**config.mk**
```make
export PLATFORM = sky130hd
export DESIGN_NAME = imu_frame_parser_scaler
export DESIGN_NICKNAME = d
export VERILOG_FILES = /design/src/rtl/imufps_pkg.sv /design/src/rtl/imu_frame_parser_scaler.sv /design/src/rtl/imufps_front.sv /design/src/rtl/imufps_fifo.sv /design/src/rtl/imufps_back.sv
export SDC_FILE = /design/constraint.sdc
export NUM_CORES = 1
export LEC_CHECK = 0
export BUFFER_PORTS_ARGS = -buffer_cell sky130_fd_sc_hd__buf_2
export CAP_MARGIN = 20
export CORE_MARGIN = 2
export CORE_UTILIZATION = 55
export CTS_BUF_LIST = sky130_fd_sc_hd__clkbuf_16
export DETAILED_ROUTE_END_ITERATION = 10
export PLACE_DENSITY = 0.74
export SETUP_SLACK_MARGIN = 0.15
export SLEW_MARGIN = 20
export SYNTH_ARGS = -nofsm -noshare
export SYNTH_HDL_FRONTEND = slang
export SYNTH_SLANG_ARGS = --single-unit
```
**constraint.sdc**
```tcl
create_clock -name clk_i -period 7.9 [get_ports clk_i]
set_input_delay 0.395 -clock clk_i [delete_from_list [all_inputs] [get_ports clk_i]]
set_output_delay 0.395 -clock clk_i [all_outputs]
set_load 0.005 [all_outputs]
```
**src/rtl/imufps_pkg.sv**
```systemverilog
// ----------------------------------------------------------------------------
// imufps_pkg
// Shared types, constants and the axis scaling function of the inertial
// sensor frame parser and scaler.
// ----------------------------------------------------------------------------
package imufps_pkg;

  // fraction bits of the scaled outputs, 8 to 16
  localparam int FRAC_BITS = 16;

  localparam logic [7:0] HDR_BYTE   = 8'h55;
  localparam logic [7:0] TYPE_ACC   = 8'h51;
  localparam logic [7:0] TYPE_RATE  = 8'h52;
  localparam logic [7:0] TYPE_ANGLE = 8'h53;

  // byte count of the last byte of a frame (frame is 11 bytes)
  localparam logic [3:0] LAST_IDX = 4'd10;

  localparam int RAW_W    = 16;
  localparam int SCALED_W = 28;
  localparam int PROD_W   = 24;
  localparam int EXT_W    = 40;

  // k * 2^FRAC_BITS / 2^15 = mult * 2^shift
  // 16 = 1 * 2^4, 2000 = 125 * 2^4, 180 = 45 * 2^2
  localparam logic signed [7:0] MULT_ACC   = 8'sd1;
  localparam logic signed [7:0] MULT_RATE  = 8'sd125;
  localparam logic signed [7:0] MULT_ANGLE = 8'sd45;
  localparam int SH_ACC   = FRAC_BITS + 4 - 15;
  localparam int SH_RATE  = FRAC_BITS + 4 - 15;
  localparam int SH_ANGLE = FRAC_BITS + 2 - 15;

  typedef enum logic [1:0] {
    KIND_ACC   = 2'd0,
    KIND_RATE  = 2'd1,
    KIND_ANGLE = 2'd2
  } kind_e;

  typedef struct packed {
    kind_e                   kind;
    logic signed [RAW_W-1:0] raw_x;
    logic signed [RAW_W-1:0] raw_y;
    logic signed [RAW_W-1:0] raw_z;
  } frame_t;

  // floor(raw * mult * 2^shift), shift may be negative
  function automatic logic signed [SCALED_W-1:0] shift_prod(
    input logic signed [PROD_W-1:0] prod,
    input int                       sh
  );
    logic signed [EXT_W-1:0] ext;
    logic signed [EXT_W-1:0] res;
    ext = EXT_W'(prod);
    if (sh >= 0) begin
      res = ext <<< sh;
    end else begin
      res = ext >>> (-sh);
    end
    return res[SCALED_W-1:0];
  endfunction

  function automatic logic signed [SCALED_W-1:0] scale_axis(
    input logic signed [RAW_W-1:0] raw,
    input kind_e                   kind
  );
    logic signed [PROD_W-1:0]   prod;
    logic signed [SCALED_W-1:0] res;
    prod = '0;
    res  = '0;
    unique case (kind)
      KIND_ACC: begin
        prod = PROD_W'(raw) * PROD_W'(MULT_ACC);
        res  = shift_prod(prod, SH_ACC);
      end
      KIND_RATE: begin
        prod = PROD_W'(raw) * PROD_W'(MULT_RATE);
        res  = shift_prod(prod, SH_RATE);
      end
      KIND_ANGLE: begin
        prod = PROD_W'(raw) * PROD_W'(MULT_ANGLE);
        res  = shift_prod(prod, SH_ANGLE);
      end
      default: begin
        res = '0;
      end
    endcase
    return res;
  endfunction

endpackage

```
**src/rtl/imu_frame_parser_scaler.sv**
```systemverilog
// ----------------------------------------------------------------------------
// imu_frame_parser_scaler
// Inertial sensor serial frame parser with fixed-point axis scaling.
// ----------------------------------------------------------------------------
// Takes one received byte per cycle. Bytes are dropped until the header 0x55,
// then an 11-byte frame is collected; frames of type 0x51 (acceleration),
// 0x52 (angular rate) and 0x53 (angle) give one result item carrying the
// three raw little-endian axis words and their values in g, deg/s or deg with
// FRAC_BITS fraction bits. Other types, temperature and checksum are ignored.
// A result reaches the master side through the queue and the output register
// after the frame's last byte is taken. The parser feeds the scaler through a
// two-entry queue; s_axis_tready drops only while that queue is full, which
// needs the output to stall for more than a full frame. Each scaled axis costs
// one constant multiply and a fixed shift just before the output register.
// ----------------------------------------------------------------------------
module imu_frame_parser_scaler import imufps_pkg::*; (
  input  logic         clk_i,
  input  logic         rst_ni,
  input  logic         s_axis_tvalid,
  output logic         s_axis_tready,
  input  logic [7:0]   s_axis_tdata,  // rx_byte
  output logic         m_axis_tvalid,
  input  logic         m_axis_tready,
  // raw_x, raw_y, raw_z, scaled_x, scaled_y, scaled_z, zero pad
  output logic [135:0] m_axis_tdata,
  output logic [1:0]   m_axis_tuser   // kind
);

  logic   push, push_ready;
  frame_t push_frame;
  logic   pop_valid, pop_ready;
  frame_t pop_frame;
  kind_e  kind;
  logic signed [RAW_W-1:0]    raw_x, raw_y, raw_z;
  logic signed [SCALED_W-1:0] scaled_x, scaled_y, scaled_z;

  imufps_front u_front (
    .clk_i        (clk_i),
    .rst_ni       (rst_ni),
    .byte_valid_i (s_axis_tvalid),
    .byte_ready_o (s_axis_tready),
    .byte_i       (s_axis_tdata),
    .push_o       (push),
    .push_ready_i (push_ready),
    .frame_o      (push_frame)
  );

  imufps_fifo u_fifo (
    .clk_i        (clk_i),
    .rst_ni       (rst_ni),
    .push_i       (push),
    .push_ready_o (push_ready),
    .push_data_i  (push_frame),
    .pop_valid_o  (pop_valid),
    .pop_ready_i  (pop_ready),
    .pop_data_o   (pop_frame)
  );

  imufps_back u_back (
    .clk_i       (clk_i),
    .rst_ni      (rst_ni),
    .in_valid_i  (pop_valid),
    .in_ready_o  (pop_ready),
    .in_data_i   (pop_frame),
    .out_valid_o (m_axis_tvalid),
    .out_ready_i (m_axis_tready),
    .kind_o      (kind),
    .raw_x_o     (raw_x),
    .raw_y_o     (raw_y),
    .raw_z_o     (raw_z),
    .scaled_x_o  (scaled_x),
    .scaled_y_o  (scaled_y),
    .scaled_z_o  (scaled_z)
  );

  assign m_axis_tuser = kind;
  assign m_axis_tdata = {4'b0000, scaled_z, scaled_y, scaled_x, raw_z, raw_y, raw_x};

endmodule

```
**src/rtl/imufps_front.sv**
```systemverilog
// ----------------------------------------------------------------------------
// imufps_front
// Header hunt, byte counting and frame collection; pushes one frame record
// per complete frame of a known type.
// ----------------------------------------------------------------------------
module imufps_front import imufps_pkg::*; (
  input  logic       clk_i,
  input  logic       rst_ni,
  input  logic       byte_valid_i,
  output logic       byte_ready_o,
  input  logic [7:0] byte_i,
  output logic       push_o,
  input  logic       push_ready_i,
  output frame_t     frame_o
);

  logic [3:0] count_q, count_d;
  logic [7:0] type_q, type_d;
  logic [7:0] payload_q [6];
  logic [3:0] n;
  logic       accept;
  logic       type_ok;
  kind_e      kind;

  assign byte_ready_o = push_ready_i;
  assign accept       = byte_valid_i && push_ready_i;
  assign n            = (count_q > LAST_IDX) ? 4'd0 : count_q;

  always_comb begin
    type_ok = 1'b1;
    kind    = KIND_ACC;
    unique case (type_q)
      TYPE_ACC:   kind = KIND_ACC;
      TYPE_RATE:  kind = KIND_RATE;
      TYPE_ANGLE: kind = KIND_ANGLE;
      default:    type_ok = 1'b0;
    endcase
  end

  always_comb begin
    count_d = count_q;
    type_d  = type_q;
    if (accept) begin
      if (n == 4'd0) begin
        count_d = (byte_i == HDR_BYTE) ? 4'd1 : 4'd0;
      end else if (n == LAST_IDX) begin
        count_d = 4'd0;
      end else begin
        count_d = n + 4'd1;
      end
      if (n == 4'd1) begin
        type_d = byte_i;
      end
    end
  end

  always_ff @(posedge clk_i or negedge rst_ni) begin
    if (!rst_ni) begin
      count_q <= '0;
      type_q  <= '0;
    end else begin
      count_q <= count_d;
      type_q  <= type_d;
    end
  end

  // payload bytes 2..7 of the frame
  always_ff @(posedge clk_i) begin
    for (int i = 0; i < 6; i++) begin
      if (accept && (n == 4'(i + 2))) begin
        payload_q[i] <= byte_i;
      end
    end
  end

  assign push_o        = accept && (n == LAST_IDX) && type_ok;
  assign frame_o.kind  = kind;
  assign frame_o.raw_x = {payload_q[1], payload_q[0]};
  assign frame_o.raw_y = {payload_q[3], payload_q[2]};
  assign frame_o.raw_z = {payload_q[5], payload_q[4]};

endmodule

```
**src/rtl/imufps_fifo.sv**
```systemverilog
// ----------------------------------------------------------------------------
// imufps_fifo
// Two-entry queue of frame records between the parser and the scaler.
// ----------------------------------------------------------------------------
module imufps_fifo import imufps_pkg::*; (
  input  logic   clk_i,
  input  logic   rst_ni,
  input  logic   push_i,
  output logic   push_ready_o,
  input  frame_t push_data_i,
  output logic   pop_valid_o,
  input  logic   pop_ready_i,
  output frame_t pop_data_o
);

  frame_t     mem_q [2];
  logic       wr_ptr_q, rd_ptr_q;
  logic [1:0] fill_q, fill_d;
  logic       do_push, do_pop;

  assign push_ready_o = (fill_q != 2'd2);
  assign pop_valid_o  = (fill_q != 2'd0);
  assign pop_data_o   = mem_q[rd_ptr_q];
  assign do_push      = push_i && push_ready_o;
  assign do_pop       = pop_valid_o && pop_ready_i;

  always_comb begin
    fill_d = fill_q;
    if (do_push && !do_pop) begin
      fill_d = fill_q + 2'd1;
    end else if (do_pop && !do_push) begin
      fill_d = fill_q - 2'd1;
    end
  end

  always_ff @(posedge clk_i or negedge rst_ni) begin
    if (!rst_ni) begin
      wr_ptr_q <= 1'b0;
      rd_ptr_q <= 1'b0;
      fill_q   <= '0;
    end else begin
      fill_q <= fill_d;
      if (do_push) begin
        wr_ptr_q <= ~wr_ptr_q;
      end
      if (do_pop) begin
        rd_ptr_q <= ~rd_ptr_q;
      end
    end
  end

  always_ff @(posedge clk_i) begin
    if (do_push) begin
      mem_q[wr_ptr_q] <= push_data_i;
    end
  end

endmodule

```
**src/rtl/imufps_back.sv**
```systemverilog
// ----------------------------------------------------------------------------
// imufps_back
// Scales the three axes of a frame record by constant multiply and shift and
// holds the result in the output register.
// ----------------------------------------------------------------------------
module imufps_back import imufps_pkg::*; (
  input  logic                       clk_i,
  input  logic                       rst_ni,
  input  logic                       in_valid_i,
  output logic                       in_ready_o,
  input  frame_t                     in_data_i,
  output logic                       out_valid_o,
  input  logic                       out_ready_i,
  output kind_e                      kind_o,
  output logic signed [RAW_W-1:0]    raw_x_o,
  output logic signed [RAW_W-1:0]    raw_y_o,
  output logic signed [RAW_W-1:0]    raw_z_o,
  output logic signed [SCALED_W-1:0] scaled_x_o,
  output logic signed [SCALED_W-1:0] scaled_y_o,
  output logic signed [SCALED_W-1:0] scaled_z_o
);

  logic                       valid_q;
  logic                       load;
  frame_t                     frame_q;
  logic signed [SCALED_W-1:0] sx_q, sy_q, sz_q;

  assign in_ready_o = !valid_q || out_ready_i;
  assign load       = in_valid_i && in_ready_o;

  always_ff @(posedge clk_i or negedge rst_ni) begin
    if (!rst_ni) begin
      valid_q <= 1'b0;
    end else if (in_ready_o) begin
      valid_q <= in_valid_i;
    end
  end

  always_ff @(posedge clk_i) begin
    if (load) begin
      frame_q <= in_data_i;
      sx_q    <= scale_axis(in_data_i.raw_x, in_data_i.kind);
      sy_q    <= scale_axis(in_data_i.raw_y, in_data_i.kind);
      sz_q    <= scale_axis(in_data_i.raw_z, in_data_i.kind);
    end
  end

  assign out_valid_o = valid_q;
  assign kind_o      = frame_q.kind;
  assign raw_x_o     = frame_q.raw_x;
  assign raw_y_o     = frame_q.raw_y;
  assign raw_z_o     = frame_q.raw_z;
  assign scaled_x_o  = sx_q;
  assign scaled_y_o  = sy_q;
  assign scaled_z_o  = sz_q;

endmodule

```
==> results.md <==
* Outcome: finished clean
* Worst skew pair latency at 0.55 ns
* FFs w/ async S/R, synth at 5.862%
* Syn Area/Cell at 11.13 um^2
* GRT Residual Overflow at 0
* Seq cells post-synth at 290
* Placed wire-length estimate at 43,020 um
* Hold Path Class: in -> reg
* DR DRC count at 0
* Tcrit/Tclk final at 86.59%
* Worst slew margin at 28.54%
* Setup TNS at 0 ns
* Rows at 78
* Post-layout min period at 6.841 ns
* Yosys cell types at 84
* Cts bufs inserted at 35
* Die W at 217.5 um
* TritonCTS clock tree: done
* Max cap viols at 0
* Setup bufs post-CTS at 0
* Final Hold Vio Count at 0
* Largest net degree at the start of global routing at 70
* WS Path Type: reg -> reg
* Final setup vio count at 0
* Max H-tree Level at 2
* CTS sink count at 290
* GRT Resource Usage Total at 24.49%
* CP max FO at 37
* Layout cells sized above 1 at 11.96%
* Effective utilization at floorplan at 55.47%
* Die Y at 217.5 um
* Clock Skew at 0.02625 ns
* Number of global-route vias before repair at 17.61k
* Vias at 16.93k
* Yosys Warn Count at 0
* Nets at 2,983
* First-pass GRT wire length at 90,510 um
* Post-synth top flop: edfxtp_1
* DRT Wirelength at 56,010 um
* Initial antenna violation count at 0
* Seq/Total Area, Yosys at 34.40%
* Worst-Margin Slew at 1.072 ns
* Drt pass-1 iters at 5
* Port bufs at 138
* Critical Path Start Type: register
* Post-synth EDFFs at 273
* Deepest clock path buffer count at 3
* Die area at 0.04730 mm^2
* Drt first-iter violations at 1,124
* Fmax at 146.2 MHz
* Area grow syn2layout at 11.06%
* DR WL/cell at 18.32 um
* Worst EP arrival at 7.13 ns
* Vias per std cell at 5.536
* Cells after Synth at 2,252
* Gpl congestion at 0.9117
* Slew Viols, Final at 0
* Core area at 0.04519 mm^2
* Remaining antenna violation count at 0
* Clock root buffer: clkbuf_16
* WP data required at 8.19 ns
* RSZ-0062 raised after global routing: false
* # diodes at 0
* IO Pins at 152
* Crit. End Element: register
* Clock Pin Slew Worst Setup and Hold Paths at 0.06 ns
* Synthesized area at 0.02506 mm^2
## synth_stat cells, drive strengths merged (11+ instances only)
cell type  number  share of area, %
o21ai          85               1.7
dfrtp          17               1.7
fa            232                19
a21oi          97               2.0
nand3          20              0.42
a21o           55               1.6
nor2b          15              0.37
nor2           80               1.2
xnor2          79               2.8
nand2          78               1.2
and3           11              0.27
mux2i          44               1.8
nor3           19              0.38
xor2           53               1.9
nand2b         22              0.55
ha            306                15
buf            25              0.62
edfxtp        273                33
o22ai          18              0.45
o21a           14              0.42
mux2           21              0.94
clkbuf         25              0.37
inv           506               7.6
a211oi         17              0.51
a31oi          15              0.37
## per-stage QoR
| step | setup slack [ns] | hold WS [ns] | util (%) | instances | cell area, um^2 |
|---|---|---|---|---|---|
| final | 1.059 | 0.1250 | 61.60 | 3058 | 27840 |
| after global routing | 0.8087 | 0.1258 | 61.60 | 3058 | 27840 |
| after CTS | 1.196 | 0.09581 | 61.58 | 3058 | 27830 |
| after detailed placement | 1.228 | 0.3445 | 58.99 | 2995 | 26660 |
| after global placement | 1.417 | 0.3296 | 58.99 | 2995 | 26660 |
| after floorplan | 1.788 | 0.09941 | - | 2264 | 25110 |
## timing repair
action	4_1_cts	5_1_grt
hold endpoints to repair	17	0
gates resized for setup	0	0
hold buffers	1	0
## critical path, stage by stage, from the launching register on
cell and delay, ns:
dfrtp_2 1.07, buf_4 0.36, mux2_2 0.50, fa_1 0.57, inv_1 0.05, fa_1 0.53
inv_1 0.05, fa_1 0.48, inv_1 0.05, fa_1 0.47, inv_1 0.04, ha_1 0.32
o211ai_1 0.12, o21ai_0 0.30, nand2_1 0.09, o21ai_0 0.70, a21oi_1 0.22, o21ba_2 0.25
mux2i_1 0.12, a21oi_1 0.15, o21ai_1 0.08
## cells by family after synthesis
logic type	count (synthesis)	share of synthesized area [%]
muxes	65	2.701
other	1	0.01496
AOI/OAI and AO/OA	386	10.38
xor gates and xnor gates	132	4.613
DFF	290	34.40
adders and majority gates	538	33.81
buffers and inverters	557	8.591
and+or+nand+nor	283	5.491
## final cells by class
| cell class | count | area (um^2) |
|---|---|---|
| multi-input cells | 1417 | 14370 |
| repair buffers | 182 | 1023 |
| inverters | 507 | 1906 |
| clock buffers | 37 | 925.9 |
| fillers | 3598 | 17350 |
| flip-flops and latches | 290 | 8625 |
| well taps | 600 | 750.7 |
| clock inverters | 25 | 234.0 |
## flip-flops by register name, indices dropped and copies added, names as in the netlist
signal	count
u_fifo.mem_q	100
u_front.payload_q	48
u_back.scaled_x_o	25
u_back.scaled_y_o	25
u_back.scaled_z_o	25
u_back.raw_x_o	16
u_back.raw_y_o	16
u_back.raw_z_o	16
u_front.type_q	8
u_front.count_q	4
u_back.kind_o	2
u_fifo.fill_q	2
u_back.out_valid_o	1
u_fifo.rd_ptr_q	1
u_fifo.wr_ptr_q	1
## path summary, 6_finish.rpt
kind | start | end | slack [ns] | depth (start not counted)
worst max register to register | u_fifo.rd_ptr_q | u_back.scaled_x_o[24] | 1.06 | 20
worst max-delay path | u_fifo.rd_ptr_q | u_back.scaled_x_o[24] | 1.06 | 20
min in group asynchronous | rst_ni | u_front.count_q[1] | 0.30 | 2
worst min-delay path | m_axis_tready | u_back.out_valid_o | 0.13 | 3
worst min register to register | u_front.payload_q[3][6] | u_fifo.mem_q[1][30] | 0.45 | 0
max in group asynchronous | rst_ni | u_fifo.rd_ptr_q | 7.30 | 2
## cell usage in the layout (no fill, tap or decap), types with 16 or more instances in the layout
cell       synthesis  layout
a211oi_1          17      17
a21o_1            55      55
a21oi_1           95      95
buf_2              5     138
buf_4             13      43
clkbuf_16          0      37
dfrtp_1           17      16
edfxtp_1         273     273
fa_1             232     232
ha_1             306     306
inv_1            505     506
mux2_2            21      21
mux2i_1           44      41
nand2_1           78      78
nand2b_1          22      22
nand3_1           19      19
nor2_1            80      78
nor3_1            19      18
o21ai_0           71      71
o22ai_1           18      18
xnor2_1           79      79
xor2_1            53      53
## per-layer routing
metal | track usage (%) | routed length, um | share of wire (%) | up-vias
met2 | 40.34 | 26530 | 47 | 532
met5 | 0 | 0 | 0 | -
li1 | - | - | - | 7927
met4 | 8.995 | 1934 | 3.5 | 0
met3 | 3.752 | 3467 | 6.2 | 119
met1 | 32.97 | 24070 | 43 | 8351
Power is left out: the tool's default activity adds up to more than one toggle a clock period on the data nets, which glitch-free logic cannot reach.
